===== src/mtep_pkg.sv =====
`timescale 1ns / 1ps
// mtep_pkg: shared types and constants for the midi track event parser
// no dependencies; used by midi_track_event_parser_core

package mtep_pkg;

    // status and meta type codes
    localparam logic [7:0] STATUS_SYSEX     = 8'hF0;
    localparam logic [7:0] STATUS_SYSEX_END = 8'hF7;
    localparam logic [7:0] STATUS_META      = 8'hFF;
    localparam logic [7:0] META_END_TRACK   = 8'h2F;
    localparam logic [7:0] META_TEMPO       = 8'h51;
    localparam logic [7:0] META_TIME_SIG    = 8'h58;
    localparam logic [3:0] HI_PROG_CHANGE   = 4'hC;
    localparam logic [3:0] HI_CHAN_PRESSURE = 4'hD;

    localparam int DELTA_W = 28;
    localparam int LEFT_W  = 33;

    // most negative byte count, where the down count saturates
    localparam logic [LEFT_W-1:0] LEFT_FLOOR = {1'b1, {(LEFT_W-1){1'b0}}};

    // kind of a result
    typedef enum logic [2:0] {
        KIND_CHANNEL   = 3'd0,
        KIND_TEMPO     = 3'd1,
        KIND_TIME_SIG  = 3'd2,
        KIND_END_TRACK = 3'd3,
        KIND_RS_ERROR  = 3'd4,
        KIND_OVERRUN   = 3'd5
    } event_kind_t;

    // parse phase, one-hot
    typedef enum logic [9:0] {
        PH_START  = 10'b0000000001,
        PH_DELTA  = 10'b0000000010,
        PH_STATUS = 10'b0000000100,
        PH_DATA1  = 10'b0000001000,
        PH_DATA2  = 10'b0000010000,
        PH_SYSEX  = 10'b0000100000,
        PH_MTYPE  = 10'b0001000000,
        PH_MLEN   = 10'b0010000000,
        PH_MDATA  = 10'b0100000000,
        PH_STOP   = 10'b1000000000
    } phase_t;

    // one result
    typedef struct packed {
        event_kind_t        kind;
        logic [DELTA_W-1:0] delta;
        logic [7:0]         status;
        logic [7:0]         first;
        logic [7:0]         second;
        logic [31:0]        payload;
        logic [7:0]         mlen;
        logic               mismatch;
    } result_t;

endpackage


===== src/midi_track_event_parser_core.sv =====
`timescale 1ns / 1ps
// midi_track_event_parser_core: byte-wise parser for a midi track chunk body
// depends on mtep_pkg

// Takes one track byte per cycle and emits channel messages and the tempo,
// time-signature and end-of-track meta events, each with its decoded delta
// time, plus running-status error and overrun results. Parsing is a single
// state update per byte, so the sustained rate is one byte per clock; the
// input stalls only while the two-entry output buffer (output register plus
// skid register) is full. After end of track, a running-status error or a
// length overrun the block stops and drops all further bytes until reset.
// Write track_length before the first byte; a write reloads the remaining
// byte count.

module midi_track_event_parser_core (
    input  logic        clk,
    input  logic        rst_n,
    // configuration
    input  logic        cfg_valid,
    output logic        cfg_ready,
    input  logic [31:0] track_length,
    // byte input
    input  logic        in_valid,
    output logic        in_stall,
    input  logic [7:0]  data_byte,
    // result output
    output logic        out_valid,
    input  logic        out_stall,
    output logic [2:0]  event_kind,
    output logic [27:0] delta_ticks,
    output logic [7:0]  status_value,
    output logic [7:0]  first_data,
    output logic [7:0]  second_data,
    output logic [31:0] meta_payload,
    output logic [7:0]  meta_length,
    output logic        length_mismatch
);

    // parse state
    mtep_pkg::phase_t                 phase_reg, phase_next;
    logic [mtep_pkg::DELTA_W-1:0]     acc_reg, acc_next;
    logic [7:0]                       running_reg, running_next;
    logic [7:0]                       current_reg, current_next;
    logic [7:0]                       held_reg, held_next;
    logic [7:0]                       mtype_reg, mtype_next;
    logic [7:0]                       mrem_reg, mrem_next;
    logic [7:0]                       mcount_reg, mcount_next;
    logic [31:0]                      shift_reg, shift_next;
    logic [mtep_pkg::LEFT_W-1:0]      left_reg, left_next, left_cons;

    // output buffer
    mtep_pkg::result_t                out_reg, out_next;
    mtep_pkg::result_t                skid_reg, skid_next;
    logic                             out_valid_reg, out_valid_next;
    logic                             skid_valid_reg, skid_valid_next;

    // per-byte work
    logic                             in_fire, out_fire, cfg_fire;
    logic                             left_dec, left_le_zero;
    logic                             meta_done;
    logic [7:0]                       done_count;
    logic [31:0]                      done_pay, done_aligned;
    logic                             res_valid;
    mtep_pkg::result_t                res;

    assign cfg_ready = 1'b1;
    assign cfg_fire  = cfg_valid && cfg_ready;
    assign in_stall  = skid_valid_reg;
    assign in_fire   = in_valid && !in_stall;
    assign out_fire  = out_valid_reg && !out_stall;

    assign left_le_zero = left_reg[mtep_pkg::LEFT_W-1] || (left_reg == '0);
    assign left_cons    = (left_dec && (left_reg != mtep_pkg::LEFT_FLOOR))
                          ? left_reg - 1'b1 : left_reg;

    // byte decode
    always_comb
    begin
        phase_next   = phase_reg;
        acc_next     = acc_reg;
        running_next = running_reg;
        current_next = current_reg;
        held_next    = held_reg;
        mtype_next   = mtype_reg;
        mrem_next    = mrem_reg;
        mcount_next  = mcount_reg;
        shift_next   = shift_reg;
        left_dec     = 1'b0;
        meta_done    = 1'b0;
        done_count   = '0;
        done_pay     = '0;
        res_valid    = 1'b0;
        res          = '0;
        if (in_fire)
        begin
            unique case (phase_reg)
                mtep_pkg::PH_START, mtep_pkg::PH_DELTA:
                begin
                    if (phase_reg == mtep_pkg::PH_START && left_le_zero)
                    begin
                        // overrun: no byte left for a new event
                        phase_next   = mtep_pkg::PH_STOP;
                        acc_next     = '0;
                        res_valid    = 1'b1;
                        res.kind     = mtep_pkg::KIND_OVERRUN;
                        res.mismatch = 1'b1;
                    end
                    else
                    begin
                        acc_next   = {acc_reg[mtep_pkg::DELTA_W-8:0], data_byte[6:0]};
                        left_dec   = 1'b1;
                        phase_next = data_byte[7] ? mtep_pkg::PH_DELTA : mtep_pkg::PH_STATUS;
                    end
                end
                mtep_pkg::PH_STATUS:
                begin
                    if (!data_byte[7])
                    begin
                        if (running_reg == '0)
                        begin
                            // data byte with no status to run on
                            phase_next = mtep_pkg::PH_STOP;
                            res_valid  = 1'b1;
                            res.kind   = mtep_pkg::KIND_RS_ERROR;
                            res.delta  = acc_reg;
                        end
                        else
                        begin
                            // running status: byte is the first data byte
                            current_next = running_reg;
                            held_next    = data_byte;
                            left_dec     = 1'b1;
                            if (running_reg[7:4] == mtep_pkg::HI_PROG_CHANGE
                                || running_reg[7:4] == mtep_pkg::HI_CHAN_PRESSURE)
                            begin
                                res_valid  = 1'b1;
                                res.kind   = mtep_pkg::KIND_CHANNEL;
                                res.delta  = acc_reg;
                                res.status = running_reg;
                                res.first  = data_byte;
                                phase_next = mtep_pkg::PH_START;
                                acc_next   = '0;
                            end
                            else
                            begin
                                phase_next = mtep_pkg::PH_DATA2;
                            end
                        end
                    end
                    else
                    begin
                        left_dec = 1'b1;
                        if (data_byte < mtep_pkg::STATUS_SYSEX)
                        begin
                            running_next = data_byte;
                            current_next = data_byte;
                            phase_next   = mtep_pkg::PH_DATA1;
                        end
                        else if (data_byte == mtep_pkg::STATUS_SYSEX)
                        begin
                            running_next = '0;
                            phase_next   = mtep_pkg::PH_SYSEX;
                        end
                        else if (data_byte == mtep_pkg::STATUS_META)
                        begin
                            running_next = '0;
                            phase_next   = mtep_pkg::PH_MTYPE;
                        end
                        else
                        begin
                            // system common, realtime or escape: no data bytes
                            running_next = '0;
                            phase_next   = mtep_pkg::PH_START;
                            acc_next     = '0;
                        end
                    end
                end
                mtep_pkg::PH_DATA1:
                begin
                    held_next = data_byte;
                    left_dec  = 1'b1;
                    if (current_reg[7:4] == mtep_pkg::HI_PROG_CHANGE
                        || current_reg[7:4] == mtep_pkg::HI_CHAN_PRESSURE)
                    begin
                        res_valid  = 1'b1;
                        res.kind   = mtep_pkg::KIND_CHANNEL;
                        res.delta  = acc_reg;
                        res.status = current_reg;
                        res.first  = data_byte;
                        phase_next = mtep_pkg::PH_START;
                        acc_next   = '0;
                    end
                    else
                    begin
                        phase_next = mtep_pkg::PH_DATA2;
                    end
                end
                mtep_pkg::PH_DATA2:
                begin
                    left_dec   = 1'b1;
                    res_valid  = 1'b1;
                    res.kind   = mtep_pkg::KIND_CHANNEL;
                    res.delta  = acc_reg;
                    res.status = current_reg;
                    res.first  = held_reg;
                    res.second = data_byte;
                    phase_next = mtep_pkg::PH_START;
                    acc_next   = '0;
                end
                mtep_pkg::PH_SYSEX:
                begin
                    left_dec = 1'b1;
                    if (data_byte == mtep_pkg::STATUS_SYSEX_END)
                    begin
                        phase_next = mtep_pkg::PH_START;
                        acc_next   = '0;
                    end
                end
                mtep_pkg::PH_MTYPE:
                begin
                    left_dec   = 1'b1;
                    mtype_next = data_byte;
                    phase_next = mtep_pkg::PH_MLEN;
                end
                mtep_pkg::PH_MLEN:
                begin
                    left_dec    = 1'b1;
                    mrem_next   = data_byte;
                    mcount_next = '0;
                    shift_next  = '0;
                    if (data_byte == '0)
                    begin
                        meta_done = 1'b1;
                    end
                    else
                    begin
                        phase_next = mtep_pkg::PH_MDATA;
                    end
                end
                mtep_pkg::PH_MDATA:
                begin
                    left_dec = 1'b1;
                    if (mcount_reg < 8'd4)
                    begin
                        shift_next = {shift_reg[23:0], data_byte};
                    end
                    mcount_next = mcount_reg + 1'b1;
                    mrem_next   = mrem_reg - 1'b1;
                    if (mrem_reg == 8'd1)
                    begin
                        meta_done  = 1'b1;
                        done_count = mcount_reg + 1'b1;
                        done_pay   = shift_next;
                    end
                end
                mtep_pkg::PH_STOP:
                begin
                    // stopped: bytes are dropped
                end
                default:
                begin
                    phase_next = mtep_pkg::PH_START;
                    acc_next   = '0;
                end
            endcase
        end

        // left-align the kept meta payload bytes
        unique case (done_count)
            8'd0:    done_aligned = '0;
            8'd1:    done_aligned = {done_pay[7:0], 24'h0};
            8'd2:    done_aligned = {done_pay[15:0], 16'h0};
            8'd3:    done_aligned = {done_pay[23:0], 8'h0};
            default: done_aligned = done_pay;
        endcase

        // meta event complete
        if (meta_done)
        begin
            phase_next  = mtep_pkg::PH_START;
            acc_next    = '0;
            res.delta   = acc_reg;
            res.status  = mtep_pkg::STATUS_META;
            res.payload = done_aligned;
            res.mlen    = done_count;
            priority if (mtype_reg == mtep_pkg::META_END_TRACK)
            begin
                res_valid    = 1'b1;
                res.kind     = mtep_pkg::KIND_END_TRACK;
                res.mismatch = (left_cons != '0);
                phase_next   = mtep_pkg::PH_STOP;
            end
            else if (mtype_reg == mtep_pkg::META_TEMPO)
            begin
                res_valid = 1'b1;
                res.kind  = mtep_pkg::KIND_TEMPO;
            end
            else if (mtype_reg == mtep_pkg::META_TIME_SIG)
            begin
                res_valid = 1'b1;
                res.kind  = mtep_pkg::KIND_TIME_SIG;
            end
            else
            begin
                res_valid = 1'b0;
            end
        end
    end

    // byte count, reloaded by a configuration write
    always_comb
    begin
        if (cfg_fire)
        begin
            left_next = {1'b0, track_length};
        end
        else
        begin
            left_next = left_cons;
        end
    end

    // output register with skid stage
    always_comb
    begin
        out_next        = out_reg;
        skid_next       = skid_reg;
        out_valid_next  = out_valid_reg;
        skid_valid_next = skid_valid_reg;
        if (skid_valid_reg)
        begin
            if (out_fire)
            begin
                out_next        = skid_reg;
                skid_valid_next = 1'b0;
            end
        end
        else if (res_valid)
        begin
            if (!out_valid_reg || out_fire)
            begin
                out_next       = res;
                out_valid_next = 1'b1;
            end
            else
            begin
                skid_next       = res;
                skid_valid_next = 1'b1;
            end
        end
        else if (out_fire)
        begin
            out_valid_next = 1'b0;
        end
    end

    // control and parse state registers
    always_ff @(posedge clk or negedge rst_n)
    begin
        if (!rst_n)
        begin
            phase_reg      <= mtep_pkg::PH_START;
            acc_reg        <= '0;
            running_reg    <= '0;
            current_reg    <= '0;
            held_reg       <= '0;
            mtype_reg      <= '0;
            mrem_reg       <= '0;
            mcount_reg     <= '0;
            shift_reg      <= '0;
            left_reg       <= '0;
            out_valid_reg  <= 1'b0;
            skid_valid_reg <= 1'b0;
        end
        else
        begin
            phase_reg      <= phase_next;
            acc_reg        <= acc_next;
            running_reg    <= running_next;
            current_reg    <= current_next;
            held_reg       <= held_next;
            mtype_reg      <= mtype_next;
            mrem_reg       <= mrem_next;
            mcount_reg     <= mcount_next;
            shift_reg      <= shift_next;
            left_reg       <= left_next;
            out_valid_reg  <= out_valid_next;
            skid_valid_reg <= skid_valid_next;
        end
    end

    // result payload registers
    always_ff @(posedge clk)
    begin
        out_reg  <= out_next;
        skid_reg <= skid_next;
    end

    assign out_valid       = out_valid_reg;
    assign event_kind      = out_reg.kind;
    assign delta_ticks     = out_reg.delta;
    assign status_value    = out_reg.status;
    assign first_data      = out_reg.first;
    assign second_data     = out_reg.second;
    assign meta_payload    = out_reg.payload;
    assign meta_length     = out_reg.mlen;
    assign length_mismatch = out_reg.mismatch;

    // skid stage only fills behind a full output register
    a_skid_behind_out: assert property (@(posedge clk) disable iff (!rst_n)
        skid_valid_reg |-> out_valid_reg)
        else $error("skid register holds a result with the output register empty");

    // once stopped, no byte produces a result
    a_stop_silent: assert property (@(posedge clk) disable iff (!rst_n)
        (phase_reg == mtep_pkg::PH_STOP) |-> !res_valid)
        else $error("result produced after the parser stopped");

    // a result arriving at a stalled full output lands in the skid stage
    a_skid_catch: assert property (@(posedge clk) disable iff (!rst_n)
        (res_valid && out_valid_reg && out_stall) |=> skid_valid_reg)
        else $error("result lost while the output was stalled");

endmodule

===== config.mk =====
export PLATFORM = sky130hd
export DESIGN_NAME = midi_track_event_parser_core
export DESIGN_NICKNAME = d
export VERILOG_FILES = /design/src/mtep_pkg.sv /design/src/midi_track_event_parser_core.sv
export SDC_FILE = /design/constraint.sdc
export NUM_CORES = 1
export LEC_CHECK = 0
export ABC_AREA = 1
export BUFFER_PORTS_ARGS = -buffer_cell sky130_fd_sc_hd__buf_2
export CORE_UTILIZATION = 55
export CTS_BUF_LIST = sky130_fd_sc_hd__clkbuf_16
export CTS_CLUSTER_SIZE = 25
export DETAILED_ROUTE_END_ITERATION = 7
export GPL_TIMING_DRIVEN = 0
export MAX_ROUTING_LAYER = met4
export PLACE_DENSITY = 0.81
export SLEW_MARGIN = 20
export SYNTH_ARGS = -nofsm -noshare
export SYNTH_HDL_FRONTEND = slang
export SYNTH_SLANG_ARGS = --single-unit

===== constraint.sdc =====
create_clock -name clk -period 8.3 [get_ports clk]
set_input_delay 1.245 -clock clk [delete_from_list [all_inputs] [get_ports clk]]
set_output_delay 1.245 -clock clk [all_outputs]
set_load 0.01 [all_outputs]

==> Word-level counts from Yosys, hierarchy flattened <==
Index checks and enable logic that the tools add are counted.
{ "totals": {"inputBits": 45, "output_inout_bits": 99, "ff_bits": 345, "wordCells": 208} }
{ "classes": {"n_reduce_logical": 36, "add_sub_neg": 3, "eq_ne": 41, "magnitude_cmp": 2, "muxes": 96, "n_bitwise": 2} }
{ "ops": {"columns": ["op", "n"], "rows": [
  ["96-bit two-way mux", 4],
  ["28-bit two-way mux", 11],
  ["28-bit one-hot mux with 5 select lines", 1],
  ["44-bit one-hot mux with 3 select lines", 1],
  ["32-bit two-way mux", 4],
  ["32-bit one-hot mux with 4 select lines", 1],
  ["44-bit two-way mux", 2],
  ["10-bit two-way mux", 8],
  ["8-bit two-way mux", 10],
  ["10-bit one-hot mux with 7 select lines", 1],
  ["33-bit two-way mux", 2],
  ["32-bit one-hot mux with 2 select lines", 1],
  ["55-bit two-way mux", 1],
  ["8-bit one-hot mux with 2 select lines", 3],
  ["47-bit two-way mux", 1],
  ["41-bit two-way mux", 1],
  ["39-bit two-way mux", 1],
  ["33-bit zero test", 1],
  ["33-bit != test, second input constant", 1],
  ["33-bit nonzero test", 1],
  ["33-bit by 1-bit subtractor with 33-bit output, second input constant", 1],
  ["31-bit two-way mux", 1],
  ["1-bit two-way mux", 27],
  ["8-bit equality test, second input constant", 3],
  ["other kinds (44)", 92]
]} }

==> Depth between registers and ports, before layout <==
{ "logic_depth": {"ltp_word": 14, "depth_mapped": 21, "depth_no_buf": 20} }

==> Worst setup path before layout <==
Ideal clock, no wire load.
{ "synth_path": {"path_type": "input-to-reg", "from": "in data_byte[3]", "to": "reg skid_reg[0] (netlist bit) (enable)", "n_path_buf": 0, "required_time_ps": 7716, "setup_ps": 584, "t_arrival_ps": 6923, "stages": 7, "setup_slack_ps": 793, "path_cell_list": "nor4_1 > nand4_1 > nor2_1 > nand2_1 > nand2_1 > o21ai_0 > a21oi_1"} }
{ "synth_between": {"elab_chain_cells": 6} }
{ "synth_rtl": {"columns": ["item", "line_no", "text"], "rows": [
  ["start: declaration", "midi_track_event_parser_core.sv:25", "input logic [7:0] data_byte,"],
  ["8-bit zero test", "midi_track_event_parser_core.sv:231", "if (data_byte == '0)"],
  ["1-bit two-way mux", "midi_track_event_parser_core.sv:231", null],
  ["1-bit one-hot mux with 2 select lines", "midi_track_event_parser_core.sv:96", "unique case (phase_reg)"],
  ["1-bit two-way mux", "midi_track_event_parser_core.sv:94", "if (in_fire)"],
  ["1-bit two-way mux", "midi_track_event_parser_core.sv:278", "if (meta_done)"],
  ["3-bit AND reduction (no source line)", null, null],
  ["end signal: assignment", "midi_track_event_parser_core.sv:396", "skid_reg <= skid_next;"],
  ["end: declaration", "midi_track_event_parser_core.sv:53", "mtep_pkg::result_t skid_reg, skid_next;"]
]} }
No other way between the ends.
A chain may end at the register's enable or synchronous reset.

==> Final worst setup path <==
{ "layout_path": {"from": "in data_byte[3]", "to": "reg skid_reg[37] (netlist bit) (enable)"} }
The elaborated chain is that of the path after synthesis.

==> results.sh <==
export IMPL_post_drt_wl_per_cell_um=18.2
export IMPL_cp_max_fo=25
export IMPL_cp_arrival_ps=4260
export IMPL_synthArstFlopShare_pct=44.3
export IMPL_numCtsBuffers=36
export IMPL_drt_iter0_markers=1612
export IMPL_post_cts_resized=0
export IMPL_vias=14242
export IMPL_setup_viol=0
export IMPL_timing_rr_end="skid_reg[37]"
export IMPL_initial_core_util_pct=56.4
export IMPL_tritoncts="done"
export IMPL_hold_class="reg2reg"
export IMPL_finalCritPeriodShare_pct=48.6
export IMPL_cts_clk_slew_worst_paths_ps=60
export IMPL_avgSynthCellArea_sq_um=8.75
export IMPL_num_antenna_cells=0
export IMPL_fin_skew_ps=10.8
export IMPL_slew_headroom_pct=48.7
export IMPL_drc_errors=0
export IMPL_leakage_nw=8.78
export IMPL_ir_worst_vdd_mv=0.152
export IMPL_drive_above_1_share_pct=13.1
export IMPL_critPathMaxStageDelay_ps=710
export IMPL_die_y_um=177
export IMPL_grt_max_degree=81
export IMPL_root_buffer="clkbuf_16"
export IMPL_syn_inst=1925
export IMPL_cp_cell_sequence="buf_2 > nor4_1 > nand4_1 > nor2_1 > nand2_1 > nand2_1 > o21ai_0 > a21oi_4 > buf_16 > buf_16 > buf_16"
export IMPL_largest_register_ffs=96
export IMPL_hold_buffers=0
export IMPL_yosys_warnings=0
export IMPL_htree_levels=2
export IMPL_synth_distinct_cells=53
export IMPL_dpl_cell_area_sq_um=18200
export IMPL_clk_latency_ps=520
export IMPL_antenna_found_initial=0
export IMPL_drv_cap=0
export IMPL_detail_route_antenna_nets=0
export IMPL_firstDrtPassIters=5
export IMPL_coreArea_sq_um=29900
export IMPL_place_congestion=0.992
export IMPL_crit_path_end_kind="flip-flop"
export IMPL_whs_path_depth=2
export IMPL_utilization_pct=64.7
export IMPL_syn_num_nets=1974
export IMPL_worstHoldEndpoint="acc_reg[20]"
export IMPL_fin_area_sq_um=19300
export IMPL_vias_per_cell=5.64
export IMPL_fin_cells=2525
export IMPL_fin_nets=2158
export IMPL_synth_yosys_seq_area_share_pct=56.9
export IMPL_hold_start="acc_reg[20]"
export IMPL_post_route_min_period_ps=4030
export IMPL_grt_pass1_vias=13337
export IMPL_worstMarginPinSlew_ps=770
export IMPL_total_power_mw=4.89
export IMPL_hold_violations=0
export IMPL_syn_to_final_growth_pct=14.7
export IMPL_path_class="in2reg"
export IMPL_status="finished, final reports clean"
export IMPL_crit_required_ps=8520
export IMPL_post_cts_buffers=0
export IMPL_slew_violations=0
export IMPL_cp_top_family="simple AND/OR/NAND/NOR gates"
export IMPL_r2r_start="in_stall"
export IMPL_synth_edf_count=192
export IMPL_wirelength_um=45900
export IMPL_ios=144
export IMPL_r2r_slack_ps=4420
export IMPL_worst_path_buf_inv=4
export IMPL_crit_top_cell="buf_16"
export IMPL_dieArea_sq_um=31300
export IMPL_place_ws_ps=3830
export IMPL_rows=63
export IMPL_io_buffers=140
export IMPL_setup_slack_ps=4270
export IMPL_grt_overflow=0
export IMPL_rsz0062_at_grt="false"
export IMPL_cp_slowest_cell="a21oi_4"
export IMPL_power_density_nw_per_um2=253
export IMPL_startpoint_type="primary input"
export IMPL_reg2regPathDepth=11
export IMPL_setup_tns_ps=0
export IMPL_track_usage_pct=30.9
export IMPL_fmax_mhz=248
export IMPL_ys_ff_latch=345
export IMPL_synth_flop_cell="edfxtp_1"
export IMPL_clockBufferDepth=3
export IMPL_dpl_cell_count=2461
export IMPL_dp_hpwl_um=33500
export IMPL_whs_ps=480
export IMPL_die_x_um=177
export IMPL_cts_sinks=345
export IMPL_grt_pass1_wl_um=72400
export IMPL_netlist_area_sq_um=16900
[Yosys cell counts, types with 5 or more instances]
cell type    n  area share [%]
a21oi_1     34             1.0
dfrtp_1    152              23
nor3_1      17            0.50
o31ai_1     34             1.5
xor2_1       9            0.47
nand3_1     76             2.3
nand4_1     37             1.4
or2_2       11            0.41
o21ai_0    136             4.0
clkbuf_1    51             1.1
buf_2       16            0.48
inv_2        5            0.11
xnor2_1     11            0.57
nor4_1       7            0.26
inv_1      202             4.5
edfxtp_1   192              34
nand3_2      9            0.53
nand2_2      8            0.30
nor2_1     294             6.5
clkinv_1     7            0.16
o22ai_1     27             1.0
o21ai_2      6            0.31
a21o_1      16            0.71
o21ai_1     14            0.42
nand2_1    481              11
nor2_4       5            0.33
a31oi_1     19            0.71
[cells by family (layout without fill, tap and decap cells)]
kind of cell	after synthesis	after routing	synth area share [%]
AO/OA/AOI/OAI	298	298	10.3
XOR/XNOR	20	20	1.04
adder cells (fa/ha/maj)	4	4	0.297
buffers and inverters	294	504	6.94
flip-flops	345	345	56.9
other	1	1	0.0223
AND/OR/NAND/NOR	963	963	24.4
[tightest hold or removal path: cells and delay by family, from the launching register on]
family | cells | cell delay (ps)
and+or+nand+nor | 1 | 50
DFF | 1 | 340
AOI/OAI and AO/OA | 1 | 50
[area by class of cell]
type                       instances  area (sq um)
sequential                       345          9600
multi-input combinational       1286          6100
clock inverter                    28           193
clock buffer                      36           901
tap                              390           488
timing repair buffer             146           876
buffer                            77           343
fill                            2469         10600
inverter                         217           832
[worst max-delay path by stage]
stage,cells past startpoint,startpoint,endpoint
final,11,data_byte[3],skid_reg[37]
after floorplan,7,data_byte[3],skid_reg[0]
after global placement,9,data_byte[3],in_stall
after detailed placement,11,data_byte[3],skid_reg[35]
after global routing,11,data_byte[3],skid_reg[35]
after CTS,11,data_byte[3],skid_reg[12]
[placed cells by master (no fill, tap or decap), types with 5 or more instances in the layout]
master     count
clkbuf_1      51
clkinv_1      14
inv_1        210
o22ai_1       27
buf_2        155
or2_2         11
nor2_4         5
o31ai_1       34
o21ai_0      136
buf_16         6
a21o_1        16
edfxtp_1     192
a31oi_1       19
xor2_1         9
nor3_1        17
o21ai_2        6
nand3_2        9
nand3_1       76
o21ai_1       14
a21oi_1       33
clkinv_2       6
dfrtp_1      152
inv_2          5
xnor2_1       11
nand2_2        8
nand2_1      481
nor2_1       294
nor4_1         7
clkbuf_16     36
nand4_1       37
[routing by layer]
| layer | share of wire (%) | up-vias | GRT usage, % |
|---|---|---|---|
| li1 | - | 6742 | - |
| met1 | 44 | 6756 | 43.9 |
| met2 | 46 | 656 | 47.0 |
| met3 | 8.7 | 88 | 4.23 |
| met4 | 2.2 | 0 | 7.51 |
| met5 | 0 | - | - |
[power breakdown]
| part | switching (mW) | internal, mW | leakage, nW |
|---|---|---|---|
| combinational | 0.877 | 0.352 | 4.41 |
| clock | 0.662 | 0.854 | 0.574 |
| sequential | 0.120 | 2.02 | 3.79 |
| total | 1.66 | 3.23 | 8.78 |
(Power assumes the default switching activity.)
